===== config.mk =====
export PLATFORM = sky130hd
export DESIGN_NAME = ipd_length_prefixed_frame_parser
export DESIGN_NICKNAME = d
export VERILOG_FILES = /design/src/rtl/core/ipd_pkg.sv /design/src/rtl/core/ipd_length_prefixed_frame_parser.sv /design/src/rtl/core/ipd_parse_fsm.sv
export SDC_FILE = /design/constraint.sdc
export NUM_CORES = 1
export LEC_CHECK = 0
export BUFFER_PORTS_ARGS = -buffer_cell sky130_fd_sc_hd__buf_2
export CAP_MARGIN = 20
export CORE_MARGIN = 5
export CORE_UTILIZATION = 53
export DETAILED_ROUTE_END_ITERATION = 6
export PLACE_DENSITY = 0.77
export SETUP_SLACK_MARGIN = 0.15
export SLEW_MARGIN = 20
export SYNTH_ARGS = -nofsm -noshare
export SYNTH_HDL_FRONTEND = slang
export SYNTH_SLANG_ARGS = --single-unit
export TNS_END_PERCENT = 5

===== constraint.sdc =====
create_clock -name clk -period 3.1 [get_ports clk]
set_clock_uncertainty 0.1 [all_clocks]
set_input_delay 0.155 -clock clk [delete_from_list [all_inputs] [get_ports clk]]
set_output_delay 0.155 -clock clk [all_outputs]
set_load 0.1 [all_outputs]

===== src/rtl/core/ipd_pkg.sv =====
// Shared constants, types and helpers for the +IPD length-prefixed frame parser.
package ipd_pkg;

  localparam int unsigned BYTE_W   = 8;
  localparam int unsigned PM_W     = 3;
  localparam int unsigned PHASE_W  = 2;
  localparam int unsigned PREFIX_LEN = 5;

  // parser phase codes
  localparam logic [PHASE_W-1:0] PH_HUNT = 2'd0;
  localparam logic [PHASE_W-1:0] PH_LEN  = 2'd1;
  localparam logic [PHASE_W-1:0] PH_DATA = 2'd2;

  localparam logic [BYTE_W-1:0] CHAR_PLUS  = 8'h2B;  // '+'
  localparam logic [BYTE_W-1:0] CHAR_I     = 8'h49;  // 'I'
  localparam logic [BYTE_W-1:0] CHAR_P     = 8'h50;  // 'P'
  localparam logic [BYTE_W-1:0] CHAR_D     = 8'h44;  // 'D'
  localparam logic [BYTE_W-1:0] CHAR_COMMA = 8'h2C;  // ','
  localparam logic [BYTE_W-1:0] CHAR_COLON = 8'h3A;  // ':'
  localparam logic [BYTE_W-1:0] DIGIT_LO   = 8'h30;  // '0'
  localparam logic [BYTE_W-1:0] DIGIT_HI   = 8'h39;  // '9'

  localparam logic [PM_W-1:0] PM_DONE = 3'd5;

  // one parser result, registered in the top level
  typedef struct packed {
    logic              valid;
    logic [BYTE_W-1:0] data;
    logic [BYTE_W-1:0] index;
    logic              last;
  } result_t;

  function automatic logic [BYTE_W-1:0] prefix_char(input logic [PM_W-1:0] pos);
    logic [BYTE_W-1:0] c;
    case (pos)
      3'd0:    c = CHAR_PLUS;
      3'd1:    c = CHAR_I;
      3'd2:    c = CHAR_P;
      3'd3:    c = CHAR_D;
      3'd4:    c = CHAR_COMMA;
      default: c = CHAR_PLUS;
    endcase
    return c;
  endfunction

endpackage


===== src/rtl/core/ipd_length_prefixed_frame_parser.sv =====
// Top level of the +IPD length-prefixed frame parser with its output register.
//
// Usage:
//   Input stream (s_axis_*): one received serial byte per item in tdata.
//   The parser hunts for "+IPD,", folds the decimal length that follows
//   (mod 256, ended by ':' or by any other non-digit, which is folded in
//   first), then forwards that many payload bytes and hunts again.
//   Output stream (m_axis_*): one item per payload byte; tdata carries the
//   byte and its index within the frame, tlast marks the final byte.
//   Prefix, length and terminator bytes produce no output item.
// An accepted payload byte is registered and then shown on m_axis.
// Throughput: one byte per clock unless stalled. The whole per-byte update
//   is a single pass through the parser state machine; the output register
//   decouples the sides, so a new byte is taken while the last result drains.
// Stall: when m_axis_tvalid is high and m_axis_tready low, s_axis_tready
//   drops and the held result stays stable until taken.
// Reset (rst, synchronous): parser returns to prefix hunt, counts clear,
//   the output register empties.
module ipd_length_prefixed_frame_parser (
  input  logic        clk,
  input  logic        rst,
  input  logic        s_axis_tvalid,
  output logic        s_axis_tready,
  input  logic [7:0]  s_axis_tdata,   // [7:0] rx_byte
  output logic        m_axis_tvalid,
  input  logic        m_axis_tready,
  output logic [15:0] m_axis_tdata,   // [7:0] payload_byte, [15:8] payload_index
  output logic        m_axis_tlast    // last_byte
);

  ipd_pkg::result_t res;
  logic             take;

  logic                       out_valid;
  logic [ipd_pkg::BYTE_W-1:0] out_data;
  logic [ipd_pkg::BYTE_W-1:0] out_index;
  logic                       out_last;

  // output slot is free when empty or being drained this cycle
  assign s_axis_tready = !out_valid || m_axis_tready;
  assign take          = s_axis_tvalid && s_axis_tready;

  ipd_parse_fsm u_fsm (
    .clk     (clk),
    .rst     (rst),
    .take    (take),
    .rx_byte (s_axis_tdata),
    .res     (res)
  );

  // result register: valid is control, payload loads without reset
  always_ff @(posedge clk) begin
    if (rst) begin
      out_valid <= 1'b0;
    end else if (take) begin
      out_valid <= res.valid;
    end else if (m_axis_tready) begin
      out_valid <= 1'b0;
    end
  end

  always_ff @(posedge clk) begin
    if (take && res.valid) begin
      out_data  <= res.data;
      out_index <= res.index;
      out_last  <= res.last;
    end
  end

  assign m_axis_tvalid = out_valid;
  assign m_axis_tdata  = {out_index, out_data};
  assign m_axis_tlast  = out_last;

endmodule


===== src/rtl/core/ipd_parse_fsm.sv =====
// Per-byte parser state machine: prefix hunt, length fold, payload pass.
module ipd_parse_fsm (
  input  logic                        clk,
  input  logic                        rst,
  input  logic                        take,     // item accepted this cycle
  input  logic [ipd_pkg::BYTE_W-1:0]  rx_byte,
  output ipd_pkg::result_t            res       // valid only together with take
);

  logic [ipd_pkg::PHASE_W-1:0] phase, phase_next;
  logic [ipd_pkg::PM_W-1:0]    prefix_matched, prefix_matched_next;
  logic [ipd_pkg::BYTE_W-1:0]  frame_length, frame_length_next;
  logic [ipd_pkg::BYTE_W-1:0]  bytes_passed, bytes_passed_next;

  logic [ipd_pkg::PM_W-1:0]    pm_cur;
  logic [ipd_pkg::PM_W-1:0]    pm_inc;
  logic [ipd_pkg::BYTE_W-1:0]  len_fold;
  logic [ipd_pkg::BYTE_W-1:0]  idx_inc;
  logic                        is_digit;

  assign pm_cur   = (prefix_matched >= ipd_pkg::PM_DONE) ? '0 : prefix_matched;
  assign pm_inc   = pm_cur + 3'd1;
  // len*10 + b - '0', mod 256
  assign len_fold = (frame_length << 3) + (frame_length << 1) + rx_byte - ipd_pkg::DIGIT_LO;
  assign is_digit = (rx_byte >= ipd_pkg::DIGIT_LO) && (rx_byte <= ipd_pkg::DIGIT_HI);
  assign idx_inc  = bytes_passed + 8'd1;

  always_comb begin
    phase_next          = phase;
    prefix_matched_next = prefix_matched;
    frame_length_next   = frame_length;
    bytes_passed_next   = bytes_passed;
    res.valid = 1'b0;
    res.data  = rx_byte;
    res.index = bytes_passed;
    res.last  = (idx_inc == frame_length);
    if (take) begin
      unique case (phase)
        ipd_pkg::PH_LEN: begin
          if (rx_byte == ipd_pkg::CHAR_COLON) begin
            phase_next        = (frame_length == '0) ? ipd_pkg::PH_HUNT : ipd_pkg::PH_DATA;
            bytes_passed_next = '0;
          end else begin
            frame_length_next = len_fold;
            if (!is_digit) begin
              phase_next        = (len_fold == '0) ? ipd_pkg::PH_HUNT : ipd_pkg::PH_DATA;
              bytes_passed_next = '0;
            end
          end
        end
        ipd_pkg::PH_DATA: begin
          res.valid         = 1'b1;
          bytes_passed_next = idx_inc;
          if (idx_inc == frame_length) begin
            phase_next          = ipd_pkg::PH_HUNT;
            prefix_matched_next = '0;
          end
        end
        default: begin
          // hunting; unused code 3 hunts too
          phase_next = ipd_pkg::PH_HUNT;
          if (rx_byte == ipd_pkg::prefix_char(pm_cur)) begin
            if (pm_inc == ipd_pkg::PM_DONE) begin
              prefix_matched_next = '0;
              frame_length_next   = '0;
              bytes_passed_next   = '0;
              phase_next          = ipd_pkg::PH_LEN;
            end else begin
              prefix_matched_next = pm_inc;
            end
          end else begin
            // mismatch: the byte may start a new prefix
            prefix_matched_next = (rx_byte == ipd_pkg::CHAR_PLUS) ? 3'd1 : 3'd0;
          end
        end
      endcase
    end
  end

  always_ff @(posedge clk) begin
    if (rst) begin
      phase          <= ipd_pkg::PH_HUNT;
      prefix_matched <= '0;
      frame_length   <= '0;
      bytes_passed   <= '0;
    end else begin
      phase          <= phase_next;
      prefix_matched <= prefix_matched_next;
      frame_length   <= frame_length_next;
      bytes_passed   <= bytes_passed_next;
    end
  end

endmodule


Word-level counts from Yosys, hierarchy flattened --
Cells that the tools add are included.
Storage, ports and cells: output and inout port bits 19, input port bits 12, word-level logic and storage cells 77, flip-flop bits (word level) 39
Operators by class: bitwise logic cells 2, muxes and demuxes 28, $add $sub $neg 5, order comparisons 3, equal/unequal tests 14, reductions and logical operators 17
Operator list (number):
- two-way mux 8 bit | 7
- case mux 8 bit (2 select lines) | 2
- case mux 7 bit (4 select lines) | 1
- adder 8 bit | 2
- equality test 8 x 6 -> 1 bit, second input constant | 2
- equality test 8 bit | 2
- zero test 8 bit | 2
- two-way mux 2 bit | 6
- two-way mux 3 bit | 4
- adder 8 x 1 -> 8 bit, second input constant | 1
- greater-or-equal comparator 8 x 6 -> 1 bit, second input constant | 1
- less-or-equal comparator 8 x 6 -> 1 bit, second input constant | 1
- subtractor 8 x 6 -> 8 bit, second input constant | 1
- equality test 3 x 2 -> 1 bit, second input constant | 2
- equality test 3 bit, second input constant | 2
- two-way mux 1 bit | 6
- case mux 3 bit (2 select lines) | 1
- AND reduction 3 bit | 2
- nonzero test 2 bit | 3
- nonzero test 3 bit | 2
- AND reduction 5 bit | 1
- != test 2 bit, second input constant | 2
- case mux 2 bit (2 select lines) | 1
- AND reduction 4 bit | 1
- other kinds (11) | 14

Logic depth before layout (Yosys ltp) --
depth in word-level cells 9, depth in mapped cells 11, mapped depth without buffers 11

Hierarchy --
From an unflattened synthesis, not the netlist that was laid out.
Second synthesis, totals: cell total of the unflattened synthesis 277, area, all modules 2643.8 um^2
By module, submodules not included:
- ipd_parse_fsm | area an instance 2065.7 um^2, times used 1, cells each 254
- ipd_length_prefixed_frame_parser | area an instance 578.1 um^2, times used 1, cells each 23

Least setup slack after synthesis --
No wires, ideal clock.
path type reg-to-reg, start reg out_valid (netlist: m_axis_tvalid), end reg u_fsm.bytes_passed[2] (netlist bit), slack -160 ps, cell stages (with the launch flop) 9, required time 2883 ps, setup time 117 ps, arrival time 3043 ps, path through dfxtp_1 nand2b_1 clkbuf_1 o311ai_1 nor2_1 o21ai_0 o22ai_2 o21ai_0 a32o_1
On the way: longest elaborated chain between the ends 4
RTL lines:
- from (decl) | RTL line ipd_length_prefixed_frame_parser.sv:34 | logic out_valid;
- from (signal assigned) | RTL line ipd_length_prefixed_frame_parser.sv:56 | out_valid <= res.valid;
- zero test 1 bit | RTL line ipd_length_prefixed_frame_parser.sv:40 | assign s_axis_tready = !out_valid || m_axis_tready;
- logical OR 1 bit | RTL line ipd_length_prefixed_frame_parser.sv:40
- named net s_axis_tready | RTL line ipd_length_prefixed_frame_parser.sv:23 | output logic s_axis_tready,
- logical AND 1 bit | RTL line ipd_length_prefixed_frame_parser.sv:41 | assign take = s_axis_tvalid && s_axis_tready;
- AND reduction 4 bit (no line)
- to (signal assigned) | RTL line ipd_parse_fsm.sv:90 | bytes_passed <= bytes_passed_next;
- to (decl) | RTL line ipd_parse_fsm.sv:13 | logic [ipd_pkg::BYTE_W-1:0] bytes_passed, bytes_passed_next;
The timed path passes the listed nets, and every way through them passes these cells. A chain may end at the register's enable or synchronous reset.

Worst setup path in the final report --
start reg u_fsm.frame_length[2] (netlist bit), end reg u_fsm.phase[1] (netlist bit)
On the way: longest elaborated chain between the ends 8, elaborated cells between the ends (all ways) 13, those cells by class 3 x add/sub; 2 x eq/ne; 5 x mux; 3 x reduce/logical
RTL lines:
- from (decl) | RTL line ipd_parse_fsm.sv:12 | logic [ipd_pkg::BYTE_W-1:0] frame_length, frame_length_next;
- from (signal assigned) | RTL line ipd_parse_fsm.sv:89 | frame_length <= frame_length_next;
- adder 8 bit (2 in series) | RTL line ipd_parse_fsm.sv:24 | assign len_fold = (frame_length << 3) + (frame_length << 1) + rx_byte - ipd_pkg::DIGIT_LO;
- subtractor 8 x 6 -> 8 bit | RTL line ipd_parse_fsm.sv:24
- zero test 8 bit | RTL line ipd_parse_fsm.sv:46 | phase_next = (len_fold == '0) ? ipd_pkg::PH_HUNT : ipd_pkg::PH_DATA;
- two-way mux 2 bit | RTL line ipd_parse_fsm.sv:46
- two-way mux 2 bit | RTL line ipd_parse_fsm.sv:45 | if (!is_digit) begin
- two-way mux 2 bit | RTL line ipd_parse_fsm.sv:40 | if (rx_byte == ipd_pkg::CHAR_COLON) begin
- case mux 2 bit (2 select lines) | RTL line ipd_parse_fsm.sv:38 | unique case (phase)
- to (signal assigned) | RTL line ipd_parse_fsm.sv:82 | phase <= ipd_pkg::PH_HUNT;
- to (signal assigned) | RTL line ipd_parse_fsm.sv:87 | phase <= phase_next;
- to (decl) | RTL line ipd_parse_fsm.sv:10 | logic [ipd_pkg::PHASE_W-1:0] phase, phase_next;
Several ways; a longest one is shown, not always the timed one. The select of a mux whose other input is x is not followed.

==> results.md <==
- **Critical Path Fanout Max** 3
- **initial drt markers** 192
- **clock buffer count from CTS** 5
- **sequential standard cell area** 955 um^2
- **number of nets still failing antenna checks after routing** 0
- **final-layout fill cell count** 383
- **leakage power figure** 1.26 nW
- **post-detailed-route wirelength per cell** 15.2 um
- **sort of element at the end of the critical path** flip-flop
- **Max Cap Viol** 0
- **required time worst endpoint** 3.23 ns
- **relative contribution of the clock network to total power** 36.1%
- **element type at the critical path start** flip-flop
- **area added between synthesis and finish** 15.5%
- **Clock Root Buffer** clkbuf_8
- **First-pass DRT Iterations** 5
- **switching component of the power** 236 uW
- **count of unique library cells instantiated by Yosys** 57
- **total negative setup slack** 0 ns
- **data arrival time of the critical path** 2.99 ns
- **number of vias per cell after detailed routing** 5.62
- **effective utilization at floorplan** 54.9%
- **buffers added on ports** 30
- **latest clock arrival within the worst-skew pair** 0.29 ns
- **total die area** 6390 um^2
- **Internal** 722 uW
- **core outline area** 4720 um^2
- **Top Ports** 31
- **Detailed Route WL** 5670 um
- **async set or reset register ratio after synthesis** 0%
- **sequential fraction of the synthesis area** 36.7%
- **Relative slew margins** 53.5%
- **Total Nets Final** 341
- **overall die height** 79.9 um
- **multi-input combinational cell area** 1580 um^2
- **# H-tree levels** 2
- **cell chain of the critical path** fa_2 > ha_4 > ha_4 > fa_2 > a21o_1 > a21oi_2 > xnor2_1 > o41ai_1 > or4_1 > mux2i_1
- **clock slew at reported path FFs** 0.08 ns
- **post-synthesis instance total** 270
- **Final Hold Fails** 0
- **status** complete, no violations
- **Post-route DRC** 0
- **antenna violations before repair** 0
- **top flip-flop cell by instance count after synthesis** dfxtp_1
- **power density over the cells** 320 nW/um^2
- **fraction of the cycle the final worst path needs** 92.3%
- **Post-Place Worst Slack** 0.0246 ns
- **shortest clock period the worst path allows after layout** 2.86 ns
- **overall power of the completed layout** 958 uW
- **cell area after synthesis** 2590 um^2
- **net count of the mapped netlist** 307
- **sw frac** 24.7%
- **class of the worst hold path** in -> reg
- **clock tree from TritonCTS** yes
- **maximum number of buffers from clock root to sink** 2
- **EDFF count, synth** 17
- **setup repair after global routing missed its margin** true
- **Mean Syn Cell Area** 9.60 um^2
- **total vias in the final route** 2090
- **maximum vdd drop** 0.139 mV
- **transition time at the pin with the least slew margin** 0.697 ns
- **count of final max-slew check failures** 0
- **max frequency** 349 MHz
- **flip-flop and latch count after synthesis** 39
- **maximum number of pins on one net before global-route repair** 18
- **CP max stage delay** 0.56 ns
- **x dimension of the die** 79.9 um
- **vias in the first global route** 1998
- **GPL Wtd Cong** 0.851
- **sinks on the clock net** 39
- **first-pass GRT wire length** 9520 um
- **classification of the worst setup path** reg -> reg
- **fraction of power consumed by combinational cells** 8.3%
- **sequential group share of total power** 55.6%
- **half-perimeter wire length of the detailed placement result** 4300 um
- **total gr overflow** 0
- **Yosys warning total** 0
- **number of setup violations in the final report** 0
- **setup repair bufs after CTS** 0
- **Worst Slack Setup Final** 0.238 ns
- **worst-path cell with the longest stage delay** fa_2
- **Antenna Diode Count** 0
- **number of cell rows** 25
- **share of final-layout standard cells stronger than drive strength 1** 21.3%
- **All-Layer GR Usage** 18.8%
## worst paths after layout
check	start	to	slack, ns	cells after the start
max	u_fsm.frame_length[2]$_SDFFE_PP0P_	u_fsm.phase[1]$_SDFFE_PP0P_	0.24	10
min	s_axis_tdata[4]	out_data[4]$_DFFE_PP_	0.02	1
max reg2reg	u_fsm.frame_length[2]$_SDFFE_PP0P_	u_fsm.phase[1]$_SDFFE_PP0P_	0.24	10
min reg2reg	u_fsm.phase[1]$_SDFFE_PP0P_	u_fsm.phase[1]$_SDFFE_PP0P_	0.39	2
## synth_stat cells (7+ instances only)
library cell	instances	area, um^2
o21a_1	7	52.6
dfxtp_1	22	440
nor3_1	11	55.1
nor2_1	23	86.3
inv_1	22	82.6
nand2_1	20	75.1
mux2i_1	8	80.1
xnor2_1	13	114
a21oi_1	7	35.0
nand3_1	8	40.0
edfxtp_1	17	510
ha_1	20	250
## timing repair
item	4_1_cts	5_1_grt
hold endpoints to repair	1	0
resized for setup	5	13
hold buffers	1	0
endpoints found under the setup margin	12	16
cloned	0	0
pin swaps	0	10
## metal layers
| layer | global-route usage (%) | routed length, um | part of all wire (%) | vias up |
|---|---|---|---|---|
| met5 | 0 | 0 | 0 | - |
| met3 | 3.39 | 275 | 4.9 | 6 |
| met4 | 6.25 | 61 | 1.1 | 0 |
| met2 | 31.5 | 2780 | 49 | 49 |
| met1 | 24.5 | 2550 | 45 | 995 |
| li1 | - | - | - | 1040 |
## state kept, by name, indices dropped and copies added (netlist names)
register and cells:
out_data 8, out_index 8, u_fsm.bytes_passed 8, u_fsm.frame_length 8, u_fsm.prefix_matched 3, u_fsm.phase 2, m_axis_tlast 1, m_axis_tvalid 1
## critical path, delay by kind of cell (launching register included)
| family | cells | cell delay (ns) |
|---|---|---|
| xor+xnor | 1 | 0.14 |
| fa+ha+maj | 4 | 1.29 |
| simple gates | 1 | 0.40 |
| compound gates | 3 | 0.39 |
| mux | 1 | 0.12 |
| flops | 1 | 0.35 |
## stage by stage
step                hold WS [ns]  cells  utilization, %  cell area [um^2]
finish                    0.0153    372            63.4              2990
global route              0.0109    372            63.4              2990
CTS                       0.0113    372            62.0              2930
detailed placement         0.286    363            59.7              2820
global placement           0.285    363            59.7              2820
floorplan                  0.154    270               -              2590
## area by class of cell
type,instances,share of cell area [%]
repair buffers,36,6.73
flip-flops and latches,39,31.9
inverters,22,2.76
clock inverters,3,0.669
multi-input cells,200,52.9
well taps,67,2.80
clock buffers,5,2.30
## cells in the final DEF (no fill, tap or decap), types with 4 or more instances in the layout
cell	Yosys	routed
mux2i_1	8	8
nor2_1	23	22
nand4_1	4	4
ha_4	0	4
o21a_1	7	7
clkbuf_8	0	5
dfxtp_1	22	19
inv_1	22	22
nand2_1	20	20
o21ai_0	5	4
ha_1	20	16
a21oi_1	7	6
buf_2	2	30
and3_1	6	6
nand3_1	8	8
and2_1	3	4
buf_4	0	4
a32o_1	6	6
nor3_1	11	11
xnor2_1	13	13
edfxtp_1	17	17
xor2_1	6	6
## cells by family after synthesis
kind of cell	synth area share [%]
and+or+nand+nor	20.5
AOI/OAI and AO/OA	14.4
DFF	36.7
buffers and inverters	4.88
adders and majority gates	13.5
xor gates and xnor gates	6.42
muxes	3.52
## power by group through the flow
stage | combinational [mW] | clock [mW] | sequential (mW)
2_1_floorplan | 0.0430 | 0 | 0.545
3_3_place_gp | 0.0679 | 0 | 0.545
3_5_place_dp | 0.0696 | 0 | 0.545
4_1_cts | 0.0716 | 0.356 | 0.533
5_1_grt | 0.0883 | 0.383 | 0.533
6_report | 0.0798 | 0.346 | 0.533
(Power assumes the default switching activity.)
